--- src/rde_pkg.sv ---
package rde_pkg;

    localparam int VALUE_W    = 64;
    localparam int PAD_W      = 6;
    localparam int CHAR_W     = 8;
    localparam int TOTAL_W    = 7;
    localparam int RADIX_W    = 5;
    localparam int ALPHA_W    = 64;
    localparam int DIGIT_W    = 4;
    localparam int CFG_IDX_W  = 2;
    localparam int CFG_DATA_W = 64;
    localparam int CHUNK_W    = 8;

    localparam int DEF_MAX_BASE    = 16;
    localparam int DEF_VALUE_WIDTH = 64;

    localparam logic [CFG_IDX_W-1:0] REG_RADIX      = 2'd0;
    localparam logic [CFG_IDX_W-1:0] REG_ALPHA_LOW  = 2'd1;
    localparam logic [CFG_IDX_W-1:0] REG_ALPHA_HIGH = 2'd2;

    localparam logic [RADIX_W-1:0] RADIX_RESET      = 5'd10;
    localparam logic [ALPHA_W-1:0] ALPHA_LOW_RESET  = 64'h3736353433323130;
    localparam logic [ALPHA_W-1:0] ALPHA_HIGH_RESET = 64'h6665646362613938;

    typedef enum logic [2:0] {
        ST_IDLE,
        ST_DIV,
        ST_RD,
        ST_EMIT,
        ST_ERR
    } state_t;

    typedef struct packed {
        logic load;
        logic step;
        logic rd;
        logic next;
        logic err;
    } cmd_t;

    typedef struct packed {
        logic base_bad;
        logic digit_done;
        logic quo_zero;
        logic idx_zero;
    } status_t;

    function automatic logic [CHAR_W-1:0] glyph(
        input logic [ALPHA_W-1:0] alo,
        input logic [ALPHA_W-1:0] ahi,
        input logic [DIGIT_W-1:0] idx
    );
        logic [2*ALPHA_W-1:0] all;
        all = {ahi, alo};
        return all[idx*CHAR_W +: CHAR_W];
    endfunction

endpackage

--- src/rde_in_if.sv ---
interface rde_in_if import rde_pkg::*; ();
    logic               valid;
    logic               ready;
    logic [VALUE_W-1:0] value;
    logic [PAD_W-1:0]   pad_zeros;

    modport source (output valid, value, pad_zeros, input ready);
    modport sink (input valid, value, pad_zeros, output ready);
endinterface

--- src/rde_out_if.sv ---
interface rde_out_if import rde_pkg::*; ();
    logic               valid;
    logic               ready;
    logic [CHAR_W-1:0]  character;
    logic [PAD_W-1:0]   zeros_before;
    logic               last;
    logic               error;
    logic [TOTAL_W-1:0] total_count;

    modport source (output valid, character, zeros_before, last, error, total_count,
                    input ready);
    modport sink (input valid, character, zeros_before, last, error, total_count,
                  output ready);
endinterface

--- src/radix_digit_emitter.sv ---
// channel | dir | payload                                           | transaction
// din     | in  | value, pad_zeros                                  | valid & ready
// dout    | out | character, zeros_before, last, error, total_count | valid & ready
//
// one number at a time; each digit is worked out chunk by chunk in the
// shared divide stage (8 quotient bits per cycle)
// each character then needs a digit RAM read, then is presented, held under output stall
// a base below two gives a single error transaction in the cycle after accept
// reset loads the register defaults; the digit RAM needs no clearing pass
module radix_digit_emitter import rde_pkg::*; #(
    parameter int MAX_BASE    = DEF_MAX_BASE,
    parameter int VALUE_WIDTH = DEF_VALUE_WIDTH
) (
    input  logic                  clk,
    input  logic                  rst_n,
    input  logic                  wr_en,
    input  logic [CFG_IDX_W-1:0]  wr_index,
    input  logic [CFG_DATA_W-1:0] wr_data,
    rde_in_if.sink                din,
    rde_out_if.source             dout
);

    cmd_t    cmd;
    status_t status;

    rde_ctrl u_ctrl (
        .clk       (clk),
        .rst_n     (rst_n),
        .in_valid  (din.valid),
        .in_ready  (din.ready),
        .out_valid (dout.valid),
        .out_ready (dout.ready),
        .status    (status),
        .cmd       (cmd)
    );

    rde_dp #(
        .MAX_BASE    (MAX_BASE),
        .VALUE_WIDTH (VALUE_WIDTH)
    ) u_dp (
        .clk          (clk),
        .rst_n        (rst_n),
        .wr_en        (wr_en),
        .wr_index     (wr_index),
        .wr_data      (wr_data),
        .value        (din.value),
        .pad_zeros    (din.pad_zeros),
        .cmd          (cmd),
        .status       (status),
        .character    (dout.character),
        .zeros_before (dout.zeros_before),
        .last         (dout.last),
        .error        (dout.error),
        .total_count  (dout.total_count)
    );

`ifndef SYNTH
    // input side and output side never open together
    assert property (@(posedge clk) disable iff (!rst_n)
        !(din.ready && dout.valid))
        else $error("input ready while a result is pending");

    assert property (@(posedge clk) disable iff (!rst_n)
        (dout.valid && dout.error) |-> dout.last)
        else $error("error transaction not marked last");

    assert property (@(posedge clk) disable iff (!rst_n)
        (dout.valid && !dout.last) |-> (dout.total_count == '0))
        else $error("total count set before last transaction");

    // after a last transaction the block goes back to taking input
    assert property (@(posedge clk) disable iff (!rst_n)
        (dout.valid && dout.ready && dout.last) |=> din.ready)
        else $error("not idle after last transaction");
`endif

endmodule

--- src/rde_ram.sv ---
module rde_ram #(
    parameter int WIDTH = 4,
    parameter int DEPTH = 64
) (
    input  logic                     clk,
    input  logic                     we,
    input  logic [$clog2(DEPTH)-1:0] waddr,
    input  logic [WIDTH-1:0]         wdata,
    input  logic                     re,
    input  logic [$clog2(DEPTH)-1:0] raddr,
    output logic [WIDTH-1:0]         rdata
);

    logic [WIDTH-1:0] mem [DEPTH];
    logic [WIDTH-1:0] rdata_reg;

    always_ff @(posedge clk)
    begin
        if (we)
        begin
            mem[waddr] <= wdata;
        end
        if (re)
        begin
            rdata_reg <= mem[raddr];
        end
    end

    assign rdata = rdata_reg;

endmodule

--- src/rde_ctrl.sv ---
module rde_ctrl import rde_pkg::*; (
    input  logic    clk,
    input  logic    rst_n,
    input  logic    in_valid,
    output logic    in_ready,
    output logic    out_valid,
    input  logic    out_ready,
    input  status_t status,
    output cmd_t    cmd
);

    state_t state_reg;
    state_t state_next;

    always_ff @(posedge clk or negedge rst_n)
    begin
        if (!rst_n)
        begin
            state_reg <= ST_IDLE;
        end
        else
        begin
            state_reg <= state_next;
        end
    end

    always_comb
    begin
        state_next = state_reg;
        case (state_reg)
            ST_IDLE:
            begin
                if (in_valid)
                begin
                    state_next = status.base_bad ? ST_ERR : ST_DIV;
                end
            end
            ST_DIV:
            begin
                if (status.digit_done && status.quo_zero)
                begin
                    state_next = ST_RD;
                end
            end
            ST_RD:
            begin
                state_next = ST_EMIT;
            end
            ST_EMIT:
            begin
                if (out_ready)
                begin
                    state_next = status.idx_zero ? ST_IDLE : ST_RD;
                end
            end
            ST_ERR:
            begin
                if (out_ready)
                begin
                    state_next = ST_IDLE;
                end
            end
            default:
            begin
                state_next = ST_IDLE;
            end
        endcase
    end

    always_comb
    begin
        in_ready  = 1'b0;
        out_valid = 1'b0;
        cmd       = '0;
        case (state_reg)
            ST_IDLE:
            begin
                in_ready = 1'b1;
                cmd.load = in_valid;
            end
            ST_DIV:
            begin
                cmd.step = 1'b1;
            end
            ST_RD:
            begin
                cmd.rd = 1'b1;
            end
            ST_EMIT:
            begin
                out_valid = 1'b1;
                cmd.next  = out_ready && !status.idx_zero;
            end
            ST_ERR:
            begin
                out_valid = 1'b1;
                cmd.err   = 1'b1;
            end
            default:
            begin
                cmd = '0;
            end
        endcase
    end

endmodule

--- src/rde_dp.sv ---
module rde_dp import rde_pkg::*; #(
    parameter int MAX_BASE    = DEF_MAX_BASE,
    parameter int VALUE_WIDTH = DEF_VALUE_WIDTH
) (
    input  logic                  clk,
    input  logic                  rst_n,
    input  logic                  wr_en,
    input  logic [CFG_IDX_W-1:0]  wr_index,
    input  logic [CFG_DATA_W-1:0] wr_data,
    input  logic [VALUE_W-1:0]    value,
    input  logic [PAD_W-1:0]      pad_zeros,
    input  cmd_t                  cmd,
    output status_t               status,
    output logic [CHAR_W-1:0]     character,
    output logic [PAD_W-1:0]      zeros_before,
    output logic                  last,
    output logic                  error,
    output logic [TOTAL_W-1:0]    total_count
);

    localparam int STEPS  = (VALUE_WIDTH + CHUNK_W - 1) / CHUNK_W;
    localparam int QW     = STEPS * CHUNK_W;
    localparam int STEP_W = (STEPS > 1) ? $clog2(STEPS) : 1;
    localparam int ADDR_W = $clog2(VALUE_WIDTH);
    localparam int CNT_W  = $clog2(VALUE_WIDTH + 1);

    logic [RADIX_W-1:0] radix_reg;
    logic [ALPHA_W-1:0] alpha_low_reg;
    logic [ALPHA_W-1:0] alpha_high_reg;

    logic [QW-1:0]      quo_reg;
    logic [DIGIT_W-1:0] rem_reg;
    logic [RADIX_W-1:0] base_reg;
    logic [PAD_W-1:0]   pad_reg;
    logic [STEP_W-1:0]  step_reg;
    logic [CNT_W-1:0]   cnt_reg;
    logic [ADDR_W-1:0]  idx_reg;
    logic               first_reg;

    logic [RADIX_W-1:0] base_sat;
    logic [QW-1:0]      quo_next;
    logic [DIGIT_W-1:0] rem_next;
    logic [CHUNK_W-1:0] qbits;
    logic [DIGIT_W-1:0] digit_rd;
    logic               digit_done;

    // saturate base to the largest supported one
    assign base_sat = (radix_reg > RADIX_W'(MAX_BASE)) ? RADIX_W'(MAX_BASE) : radix_reg;

    always_ff @(posedge clk or negedge rst_n)
    begin
        if (!rst_n)
        begin
            radix_reg      <= RADIX_RESET;
            alpha_low_reg  <= ALPHA_LOW_RESET;
            alpha_high_reg <= ALPHA_HIGH_RESET;
        end
        else if (wr_en)
        begin
            case (wr_index)
                REG_RADIX:      radix_reg      <= wr_data[RADIX_W-1:0];
                REG_ALPHA_LOW:  alpha_low_reg  <= wr_data[ALPHA_W-1:0];
                REG_ALPHA_HIGH: alpha_high_reg <= wr_data[ALPHA_W-1:0];
                default:        radix_reg      <= radix_reg;
            endcase
        end
    end

    // long division, eight quotient bits per cycle, top chunk first
    always_comb
    begin
        logic [RADIX_W-1:0] r;
        logic [RADIX_W-1:0] t;
        logic [CHUNK_W-1:0] chunk;
        r     = (step_reg == '0) ? '0 : RADIX_W'(rem_reg);
        chunk = quo_reg[QW-1 -: CHUNK_W];
        qbits = '0;
        for (int i = CHUNK_W - 1; i >= 0; i--)
        begin
            t = {r[DIGIT_W-1:0], chunk[i]};
            if (t >= base_reg)
            begin
                r        = t - base_reg;
                qbits[i] = 1'b1;
            end
            else
            begin
                r = t;
            end
        end
        rem_next = r[DIGIT_W-1:0];
        quo_next = (quo_reg << CHUNK_W) | QW'(qbits);
    end

    assign digit_done = (step_reg == STEP_W'(STEPS - 1));

    always_ff @(posedge clk or negedge rst_n)
    begin
        if (!rst_n)
        begin
            step_reg  <= '0;
            cnt_reg   <= '0;
            idx_reg   <= '0;
            first_reg <= 1'b0;
        end
        else if (cmd.load)
        begin
            step_reg  <= '0;
            cnt_reg   <= '0;
            first_reg <= 1'b1;
        end
        else if (cmd.step)
        begin
            step_reg <= digit_done ? '0 : step_reg + 1'b1;
            if (digit_done)
            begin
                cnt_reg <= cnt_reg + 1'b1;
                idx_reg <= cnt_reg[ADDR_W-1:0];
            end
        end
        else if (cmd.next)
        begin
            idx_reg   <= idx_reg - 1'b1;
            first_reg <= 1'b0;
        end
    end

    always_ff @(posedge clk)
    begin
        if (cmd.load)
        begin
            quo_reg  <= QW'(value[VALUE_WIDTH-1:0]);
            base_reg <= base_sat;
            pad_reg  <= pad_zeros;
        end
        else if (cmd.step)
        begin
            quo_reg <= quo_next;
            rem_reg <= rem_next;
        end
    end

    rde_ram #(
        .WIDTH (DIGIT_W),
        .DEPTH (VALUE_WIDTH)
    ) u_digits (
        .clk   (clk),
        .we    (cmd.step && digit_done),
        .waddr (cnt_reg[ADDR_W-1:0]),
        .wdata (rem_next),
        .re    (cmd.rd),
        .raddr (idx_reg),
        .rdata (digit_rd)
    );

    assign status.base_bad   = (base_sat < RADIX_W'(2));
    assign status.digit_done = digit_done;
    assign status.quo_zero   = (quo_next == '0);
    assign status.idx_zero   = (idx_reg == '0);

    always_comb
    begin
        if (cmd.err)
        begin
            character    = '0;
            zeros_before = '0;
            last         = 1'b1;
            error        = 1'b1;
            total_count  = '0;
        end
        else
        begin
            character    = glyph(alpha_low_reg, alpha_high_reg, digit_rd);
            zeros_before = first_reg ? pad_reg : '0;
            last         = (idx_reg == '0);
            error        = 1'b0;
            total_count  = (idx_reg == '0) ? TOTAL_W'(pad_reg) + TOTAL_W'(cnt_reg) : '0;
        end
    end

endmodule
--- src/flat_wrapper.sv ---
// flat-port wrapper written by rule: the top's interface ports become plain ports
module radix_digit_emitter_flat import rde_pkg::*;
#(
    parameter int MAX_BASE    = DEF_MAX_BASE,
    parameter int VALUE_WIDTH = DEF_VALUE_WIDTH
)
  (clk, rst_n, wr_en, wr_index, wr_data, din_valid, din_value, din_pad_zeros, din_ready, dout_valid, dout_character, dout_zeros_before, dout_last, dout_error, dout_total_count, dout_ready);
  rde_in_if din_i ();
  rde_out_if dout_i ();
  input  logic clk;
  input  logic rst_n;
  input  logic wr_en;
  input  logic [CFG_IDX_W-1:0] wr_index;
  input  logic [CFG_DATA_W-1:0] wr_data;
  input wire logic [$bits(din_i.valid)-1:0] din_valid;
  input wire logic [$bits(din_i.value)-1:0] din_value;
  input wire logic [$bits(din_i.pad_zeros)-1:0] din_pad_zeros;
  output wire logic [$bits(din_i.ready)-1:0] din_ready;
  output wire logic [$bits(dout_i.valid)-1:0] dout_valid;
  output wire logic [$bits(dout_i.character)-1:0] dout_character;
  output wire logic [$bits(dout_i.zeros_before)-1:0] dout_zeros_before;
  output wire logic [$bits(dout_i.last)-1:0] dout_last;
  output wire logic [$bits(dout_i.error)-1:0] dout_error;
  output wire logic [$bits(dout_i.total_count)-1:0] dout_total_count;
  input wire logic [$bits(dout_i.ready)-1:0] dout_ready;
  assign din_i.valid = din_valid;
  assign din_i.value = din_value;
  assign din_i.pad_zeros = din_pad_zeros;
  assign din_ready = din_i.ready;
  assign dout_valid = dout_i.valid;
  assign dout_character = dout_i.character;
  assign dout_zeros_before = dout_i.zeros_before;
  assign dout_last = dout_i.last;
  assign dout_error = dout_i.error;
  assign dout_total_count = dout_i.total_count;
  assign dout_i.ready = dout_ready;
  radix_digit_emitter #(.MAX_BASE(MAX_BASE), .VALUE_WIDTH(VALUE_WIDTH)) u_core (.clk(clk), .rst_n(rst_n), .wr_en(wr_en), .wr_index(wr_index), .wr_data(wr_data), .din(din_i), .dout(dout_i));
endmodule
--- config.mk ---
export PLATFORM = sky130hd
export DESIGN_NAME = radix_digit_emitter_flat
export DESIGN_NICKNAME = d
export VERILOG_FILES = /design/src/rde_pkg.sv /design/src/rde_in_if.sv /design/src/rde_out_if.sv /design/src/radix_digit_emitter.sv /design/src/rde_ram.sv /design/src/rde_ctrl.sv /design/src/rde_dp.sv /design/src/flat_wrapper.sv
export SDC_FILE = /design/constraint.sdc
export NUM_CORES = 1
export LEC_CHECK = 0
export BUFFER_PORTS_ARGS = -buffer_cell sky130_fd_sc_hd__buf_4
export CAP_MARGIN = 40
export CORE_MARGIN = 5
export CORE_UTILIZATION = 30
export CTS_BUF_LIST = sky130_fd_sc_hd__clkbuf_2 sky130_fd_sc_hd__clkbuf_4 sky130_fd_sc_hd__clkbuf_8
export CTS_CLUSTER_DIAMETER = 200
export DETAILED_ROUTE_END_ITERATION = 10
export HOLD_SLACK_MARGIN = 0.02
export RECOVER_POWER = 100
export SLEW_MARGIN = 20
export SYNTH_ARGS = -nofsm -noshare
export SYNTH_HDL_FRONTEND = slang
export SYNTH_SLANG_ARGS = --single-unit
--- constraint.sdc ---
create_clock -name clk -period 26 [get_ports clk]
set_input_delay 2.6 -clock clk [delete_from_list [all_inputs] [get_ports clk]]
set_output_delay 2.6 -clock clk [all_outputs]
set_load 0.005 [all_outputs]
==> run metrics, run 1 <==
top post-synthesis cells by count 339 x edfxtp_1, 205 x nand2_1, 144 x mux2_2; Ports 166; DRC errors left 0; Most used DFF post-synth edfxtp_1; routability cong. roughly 0.84; Final Max Slew Viols 516; Slowest Stage Delay on Critical Path 2.01 ns; WL met2 roughly 28000 um; met3 wire len 2801 um; CP startpoint kind flop; Largest Register u_core.u_dp.u_digits.mem; Hold Path Origin u_core.u_dp.radix_reg[0]; Required @ worst endpoint approximately 26 ns; drt pass-1 iters 5; number of synthesized flops with an enable pin between 300 and 400; Worst-Skew Late Latency 0.65 ns; Routed WL per cell 19.82 um; CTS Buf Count 81; top cells by area, synth edfxtp_1 45%, dfrtp_1 10%, mux4_2 10%, mux2_2 7.1%, dfstp_2 6.7%; hold_buf cts 0; vias in the first global route around 15000; Final nets 1961; worst r2r dst u_core.u_dp.u_digits.mem[27][0]; unrepaired setup endpoints after global routing false; max reg flops 256; Synth Cell Area about 0.023 mm^2; area of the multi-input gates 0.008127 mm^2; Initial Utilization 0.3009; Die Height 285.3 um; sequential fraction of the synthesis area 0.6192; largest net degree at the start of global routing 91; HPWL after DPL 38450 um; CTS max path bufs 3; crit path kind flop to flop; r2r startpoint u_core.u_dp.step_reg[0]; Post-Syn Instances 1566; run status finished with violations; Worst Setup SP u_core.u_dp.step_reg[0]; htree depth 3; syn_area_per_cell 14.52 um^2; Root Buffer clkbuf_8; Layout Skew about 0.039 ns; Yosys top cell area share 0.4476; Worst R2R Setup Slack 10.21 ns; FP Rows 101; Met1 Wirelength 23500 um; number of distinct library cells after synthesis 70; Core Region 0.07557 mm^2; Setup Buffers After CTS 0; Crit path arrival time 15.79 ns; first-pass GRT wire length 86170 um; Hold EP u_core.u_dp.radix_reg[0]; ys async rst share 0.3110; # port buffers 165; die width 285.3 um; relative slew slack -1.626; Hold Path Depth 1; initial DRC count between 1000 and 1500; Fmax about 63 MHz; Synth Warn # 0; Synth-to-Final Area Change 16.57%; Crit Path Max Fanout 65; Final Hold Fails 0; syn_nets between 1500 and 2000; HP Class flop to flop; Synth area leader edfxtp_1; Post-DRT Antenna Nets 0; Setup violations, final 0; #FFs+latches synth 492; Reg2Reg Depth around 50; number of clock sinks roughly 490; detailed-route via count ~14000; total congestion overflow 0; Total GRT Usage 0.1349; Die ar. 0.08141 mm^2; Fin Setup TNS 0 ns; Fillers 7260; max-cap viol count 11; fin crit share 0.6072; share of cells above drive strength 1 0.3299; drt total wl 55570 um; endpoint class of the critical path flop; failing checks max-capacitance violations, max-slew violations; initial antenna violation count 1; # resized after CTS 0; Max Used Layer met4; mean number of vias per cell 4.941; Tmin final 15.79 ns; CP dominant cell by count ha_1; Reg clk slew, reported paths 0.06 ns; area occupied by registers 0.01408 mm^2; Final Core Density 0.3508; Slowest cell on crit path clkbuf_1; top-count cell post-synth edfxtp_1; Worst-Margin Slew 3.939 ns; TritonCTS clock tree yes
## layout by cell type (no fill, tap or decap), types with 27 or more instances in the layout
| cell | instances |
|---|---|
| nand2_1 | 205 |
| mux2_2 | 137 |
| dfrtp_1 | 95 |
| buf_4 | 144 |
| nor2_1 | 131 |
| a21oi_1 | 38 |
| clkbuf_8 | 88 |
| o21ai_0 | 27 |
| ha_1 | 51 |
| mux4_2 | 104 |
| dfstp_2 | 56 |
| edfxtp_1 | 339 |
| clkbuf_4 | 47 |
| inv_1 | 44 |
## critical path: cells and delay by family (launching register included)
family                   cells  cell delay, ns
flip-flops                   1            0.38
buffers and inverters        4            2.33
adder cells (fa/ha/maj)      9            2.82
AND/OR/NAND/NOR             11            1.81
AO/OA/AOI/OAI               22            6.42
multiplexers                 3            1.30
## logic make-up after synthesis
kind of cell,Yosys count,share of synthesized area
AND/OR/NAND/NOR,466,0.09309
flip-flops,492,0.6192
buffers and inverters,120,0.02239
AO/OA/AOI/OAI,154,0.04528
XOR/XNOR,23,0.008858
multiplexers,252,0.1761
adder cells (fa/ha/maj),59,0.03510
## how the worst max path moves through the flow
stage	to	slack (ns)	cells past startpoint
3_5_place_dp	u_core.u_dp.u_digits.mem[38][3]	13.47	48
5_1_grt	u_core.u_dp.u_digits.mem[27][0]	8.74	48
2_1_floorplan	u_core.u_dp.rem_reg[0]	13.92	48
6_report	u_core.u_dp.u_digits.mem[27][0]	10.21	49
4_1_cts	u_core.u_dp.u_digits.mem[27][0]	13.39	49
3_3_place_gp	u_core.u_dp.u_digits.mem[32][3]	13.75	47
## per-stage QoR
stage                     cells  hold WS [ns]  area [um^2]  worst slack (ns)
after floorplan            1566        0.4727        22740             13.92
after CTS                  2800        0.5051        26720             13.39
final                      2804        0.5006        26510             10.21
after detailed placement   2653        0.4883        25140             13.47
after global routing       2804        0.5205        26510             8.742
after global placement     2645        0.4849        24970             13.75
## layer usage
layer / up-vias / global-route usage
li1: 6289 / -
met5: - / 0
met1: 7109 / 0.1742
met3: 86 / 0.02598
met2: 371 / 0.2301
met4: 0 / 0.04311
## cell type report
cell class	instances	share of cell area
Sequential cell	492	0.5312
Multi-Input combinational cell	954	0.3066
Clock buffer	115	0.05333
Timing Repair Buffer	188	0.05027
Tap cell	978	0.04616
Inverter	44	0.006230
Clock inverter	32	0.006183
Antenna cell	1	0.00009440
Power of run 1 is not shown: default switching activity piles up to over one toggle a cycle in this logic, so the estimate is an artifact.
==> run 2: changes to the inputs <==
==> constraint.sdc (replaced) <==
create_clock -name clk -period 14.69 [get_ports clk]
set_input_delay 1.469 -clock clk [delete_from_list [all_inputs] [get_ports clk]]
set_output_delay 1.469 -clock clk [all_outputs]
set_load 0.005 [all_outputs]
==> run 2 against run 1 <==
Compared with the run above: the run still ends with max-capacitance violations, max-slew violations left; die area unchanged; clock skew up 0.0037 ns; core utilization up 0.24 points; flip-flop and latch count unchanged; critical path type unchanged; critical endpoint is now u_core.u_dp.u_digits.mem[61][2]; largest cell class unchanged.
==> run metrics, run 2 (same netlist as run 1, synthesis figures left out) <==
run status finished with violations; failing checks max-capacitance violations, max-slew violations; detailed-route via count around 14000; Slowest Stage Delay on Critical Path 0.76 ns; Die ar. 0.08141 mm^2; mean number of vias per cell 4.981; Hold EP u_core.u_dp.alpha_high_reg[51]; Setup violations, final 0; Layout Skew ~0.042 ns; Fmax 75.83 MHz; DRC errors left 0; share of cells above drive strength 1 0.3379; Final Max Slew Viols about 350; FP Rows 101; worst r2r dst u_core.u_dp.u_digits.mem[61][2]; CP startpoint kind flop; Reg clk slew, reported paths approximately 0.06 ns; endpoint class of the critical path flop; Root Buffer clkbuf_8; Worst R2R Setup Slack 1.50 ns; Worst-Skew Late Latency 0.66 ns; Total GRT Usage 0.1343; Routed WL per cell 19.75 um; Required @ worst endpoint 15.06 ns; most common cell after layout, fill and taps aside edfxtp_1; Crit Path Max Fanout 41; Fillers about 7300; most frequent cells in the layout 339 x edfxtp_1, 205 x nand2_1, 144 x buf_4; max-cap viol count 8; Fin Setup TNS 0 ns; Reg2Reg Depth 48; CP dominant cell by count ha_1; total congestion overflow 0; TritonCTS clock tree yes; relative slew slack -1.834; Final Hold Fails 0; Hold Path Origin u_core.u_dp.alpha_high_reg[51]; die width 285.3 um; drt total wl 55350 um; HPWL after DPL 38380 um; Die Height 285.3 um; HP Class flop to flop; Ports around 170; unrepaired setup endpoints after global routing false; # port buffers 165; drt pass-1 iters 5; Crit path arrival time 13.56 ns; fin crit share 0.8977; number of clock sinks 492; Tmin final ~13 ns; routability cong. 0.8393; CTS max path bufs 3; initial antenna violation count 2; Design Area, Final 0.02669 mm^2; r2r startpoint u_core.u_dp.step_reg[0]; Slowest cell on crit path o311ai_0; CTS Buf Count 81; Initial Utilization 0.3009; initial DRC count 1080; first-pass GRT wire length roughly 86000 um; Largest Register u_core.u_dp.u_digits.mem; Setup Buffers After CTS 0; htree depth 3; Synth-to-Final Area Change 17.38%; Hold Path Depth 1; max reg flops 256; Core Region 0.07557 mm^2; hold_buf cts 0; vias in the first global route 14790; # resized after CTS 0; largest net degree at the start of global routing a little over 90; Worst-Margin Slew 4.250 ns; crit path kind flop to flop; placed inst area 0.02514 mm^2; Worst Setup SP u_core.u_dp.step_reg[0]; Final nets 1961; Post-DRT Antenna Nets 0
-- run 2: changes by cell type in the layout (fill, tap and decap cells not counted), moves of 3 or more --
cell / change
mux2_1: -3
inv_6: +4
clkbuf_8: -4
mux2_2: +3
o21ai_1: +3
clkinv_1: -7
clkbuf_1: -5
bufinv_16: +4
o21ai_0: -4
clkbuf_4: +5
-- run 2: worst max-delay path: cells and delay by family, from the launching register on --
kind            cells  cell delay [ns]
mux                 4             1.99
buf+inv             4             0.64
flops               1             0.38
fa+ha+maj           9             2.82
simple gates       10             1.55
compound gates     21             5.49
-- run 2: how the worst max path moves through the flow --
stage / to / slack, ns / cells after the start
global placement: u_core.u_dp.u_digits.mem[32][3] / 2.44 / 47
global route: u_core.u_dp.u_digits.mem[3][2] / 0.61 / 48
finish: u_core.u_dp.u_digits.mem[61][2] / 1.50 / 48
CTS: u_core.u_dp.u_digits.mem[2][3] / 2.06 / 48
detailed placement: u_core.u_dp.u_digits.mem[38][3] / 2.12 / 48
floorplan: u_core.u_dp.rem_reg[0] / 2.61 / 48
-- run 2: layer usage --
| layer | vias up | wire length (um) | share of wire | GRT usage |
|---|---|---|---|---|
| met1 | 7193 | 23660 | 0.43 | 0.1749 |
| li1 | 6295 | - | - | - |
| met2 | 378 | 27650 | 0.50 | 0.2267 |
| met4 | 0 | 1407 | 0.025 | 0.04847 |
| met5 | - | 0 | 0 | 0 |
| met3 | 91 | 2633 | 0.048 | 0.02302 |
-- run 2: cell type report --
class | count | area (um^2) | share of cell area
Antenna cell | 1 | 2.502 | 0.00009375
Clock buffer | 115 | 1389 | 0.05203
Clock inverter | 30 | 280.3 | 0.01050
Inverter | 44 | 165.2 | 0.006188
Multi-Input combinational cell | 954 | 8130 | 0.3046
Sequential cell | 492 | 14080 | 0.5277
Tap cell | 978 | 1224 | 0.04584
Timing Repair Buffer | 188 | 1416 | 0.05306
-- run 2: through the flow --
step           worst slack (ns)  hold WS (ns)  cells    util
6_report                  1.503        0.5026   2802  0.3532
5_1_grt                  0.6083        0.5162   2802  0.3532
4_1_cts                   2.056        0.5032   2798  0.3548
3_5_place_dp              2.119        0.4898   2653  0.3327
3_3_place_gp              2.441        0.4849   2645  0.3305
2_1_floorplan             2.613        0.4727   1566       -
Power of run 2 is left out for the same reason.
==> run 3: changes to the inputs <==
==> constraint.sdc (replaced) <==
create_clock -name clk -period 14.69 [get_ports clk]
set_input_delay 0.7345 -clock clk [delete_from_list [all_inputs] [get_ports clk]]
set_output_delay 0.7345 -clock clk [all_outputs]
set_load 0.005 [all_outputs]
==> run 3 against run 2 <==
Compared with the run above: critical endpoint is now u_core.u_dp.u_digits.mem[2][3]; highest routed layer unchanged; final cell count is essentially flat; design area down 0.34%; die area is the same; the run still ends with max-capacitance violations, max-slew violations left; clock-buffer cell count decreased by 8.
==> run metrics, run 3 (same netlist as run 1, synthesis figures left out) <==
CTS Buf Count 81; max reg flops 256; Root Buffer clkbuf_8; Worst-Skew Late Latency about 0.66 ns; CP dominant cell by count ha_1; routability cong. 0.8416; Die Height between 200 and 300 um; initial antenna violation count 2; initial DRC count 1039; Setup violations, final 0; Synth-to-Final Area Change 16.97%; Final Core Density 0.3520; Final Max Slew Viols 388; Ports ~170; Largest Register u_core.u_dp.u_digits.mem; HP Class primary input to flop; drt pass-1 iters 7; Reg clk slew, reported paths 0.06 ns; # resized after CTS 0; die width roughly 290 um; Routed WL per cell 19.62 um; fin crit share 0.8904; Fmax about 76 MHz; htree depth 3; Crit Path Max Fanout 33; hold_buf cts 0; total congestion overflow 0; largest net degree at the start of global routing slightly above 90; Final nets 1961; unrepaired setup endpoints after global routing false; endpoint class of the critical path flop; Final Hold Fails 0; most frequent cells in the layout 339 x edfxtp_1, 205 x nand2_1, 144 x buf_4; Core Region 0.07557 mm^2; Die ar. about 0.081 mm^2; relative slew slack -1.949; number of clock sinks 492; first-pass GRT wire length 85130 um; TritonCTS clock tree yes; Fin Setup TNS 0 ns; Crit path arrival time 13.42 ns; max-cap viol count 8; Setup Buffers After CTS 0; Worst-Margin Slew about 4.4 ns; Required @ worst endpoint approximately 15 ns; share of cells above drive strength 1 0.3339; CTS max path bufs 3; Slowest cell on crit path o311ai_0; # port buffers 165; mean number of vias per cell around 4.9; most common cell after layout, fill and taps aside edfxtp_1; CP startpoint kind flop; drt total wl around 55000 um; Slowest Stage Delay on Critical Path 0.68 ns; Post-DRT Antenna Nets 0; FP Rows 101; Tmin final 13.08 ns; HPWL after DPL 38090 um; failing checks max-capacitance violations, max-slew violations; DRC errors left 0; crit path kind flop to flop; Total GRT Usage 0.1332; detailed-route via count 13770; Layout Skew roughly 0.058 ns; vias in the first global route 14560; Initial Utilization 0.3009; run status finished with violations
==> run 3: changes by cell type in the layout (fill, tap and decap cells not counted), sizes merged <==
cell         before  now
clkinv           20   31
clkbuf          154  145
bufinv            4    1
inv              48   46
diode             1    2
dlygate4sd3       0    1
==> run 3: worst paths after layout <==
path / cells after the start / endpoint / from / slack, ns
worst max-delay path: 48 / u_core.u_dp.u_digits.mem[2][3] / u_core.u_dp.step_reg[0] / 1.61
worst min register to register: 1 / u_core.u_dp.radix_reg[0] / u_core.u_dp.radix_reg[0] / 0.50
worst min-delay path: 1 / u_core.u_dp.pad_reg[4] / din_pad_zeros[4] / 0.27
max in group asynchronous: 5 / u_core.u_dp.alpha_low_reg[31] / rst_n / 7.16
min in group asynchronous: 2 / u_core.u_dp.alpha_low_reg[54] / rst_n / 0.59
worst max register to register: 48 / u_core.u_dp.u_digits.mem[2][3] / u_core.u_dp.step_reg[0] / 1.61
==> run 3: metrics by stage <==
| stage | hold WS [ns] | setup slack [ns] | instance area [um^2] | cells |
|---|---|---|---|---|
| floorplan | 0.4389 | 2.613 | 22740 | 1566 |
| global placement | 0.4848 | 2.471 | 24970 | 2645 |
| detailed placement | 0.4899 | 2.192 | 25140 | 2653 |
| CTS | 0.1469 | 2.092 | 26720 | 2796 |
| global route | 0.2157 | 0.4930 | 26600 | 2801 |
| finish | 0.2682 | 1.610 | 26600 | 2801 |
==> run 3: worst max-delay path, delay by kind of cell (launching register included) <==
kind                       cells  cell delay, ns
muxes                          4            1.89
adders and majority gates      9            2.85
AOI/OAI and AO/OA             21            5.36
buffers and inverters          4            0.61
and+or+nand+nor               10            1.65
DFF                            1            0.38
==> run 3: final cells by class <==
cell class / count / area (um^2)
antenna: 2 / 5.005
clock buffer: 107 / 1360
clock inverter: 36 / 212.7
fill: 7279 / 48970
inverter: 44 / 165.2
multi-input combinational: 954 / 8130
sequential: 492 / 14080
tap: 978 / 1224
timing repair buffer: 188 / 1419
==> run 3: routing by layer <==
layer  up-vias  GRT usage  part of all wire
met5         -          0                 0
met3        79    0.02278             0.048
met2       368     0.2233              0.50
li1       6292          -                 -
met1      7031     0.1752              0.43
met4         0    0.04713             0.024
Power of run 3 is left out for the same reason.
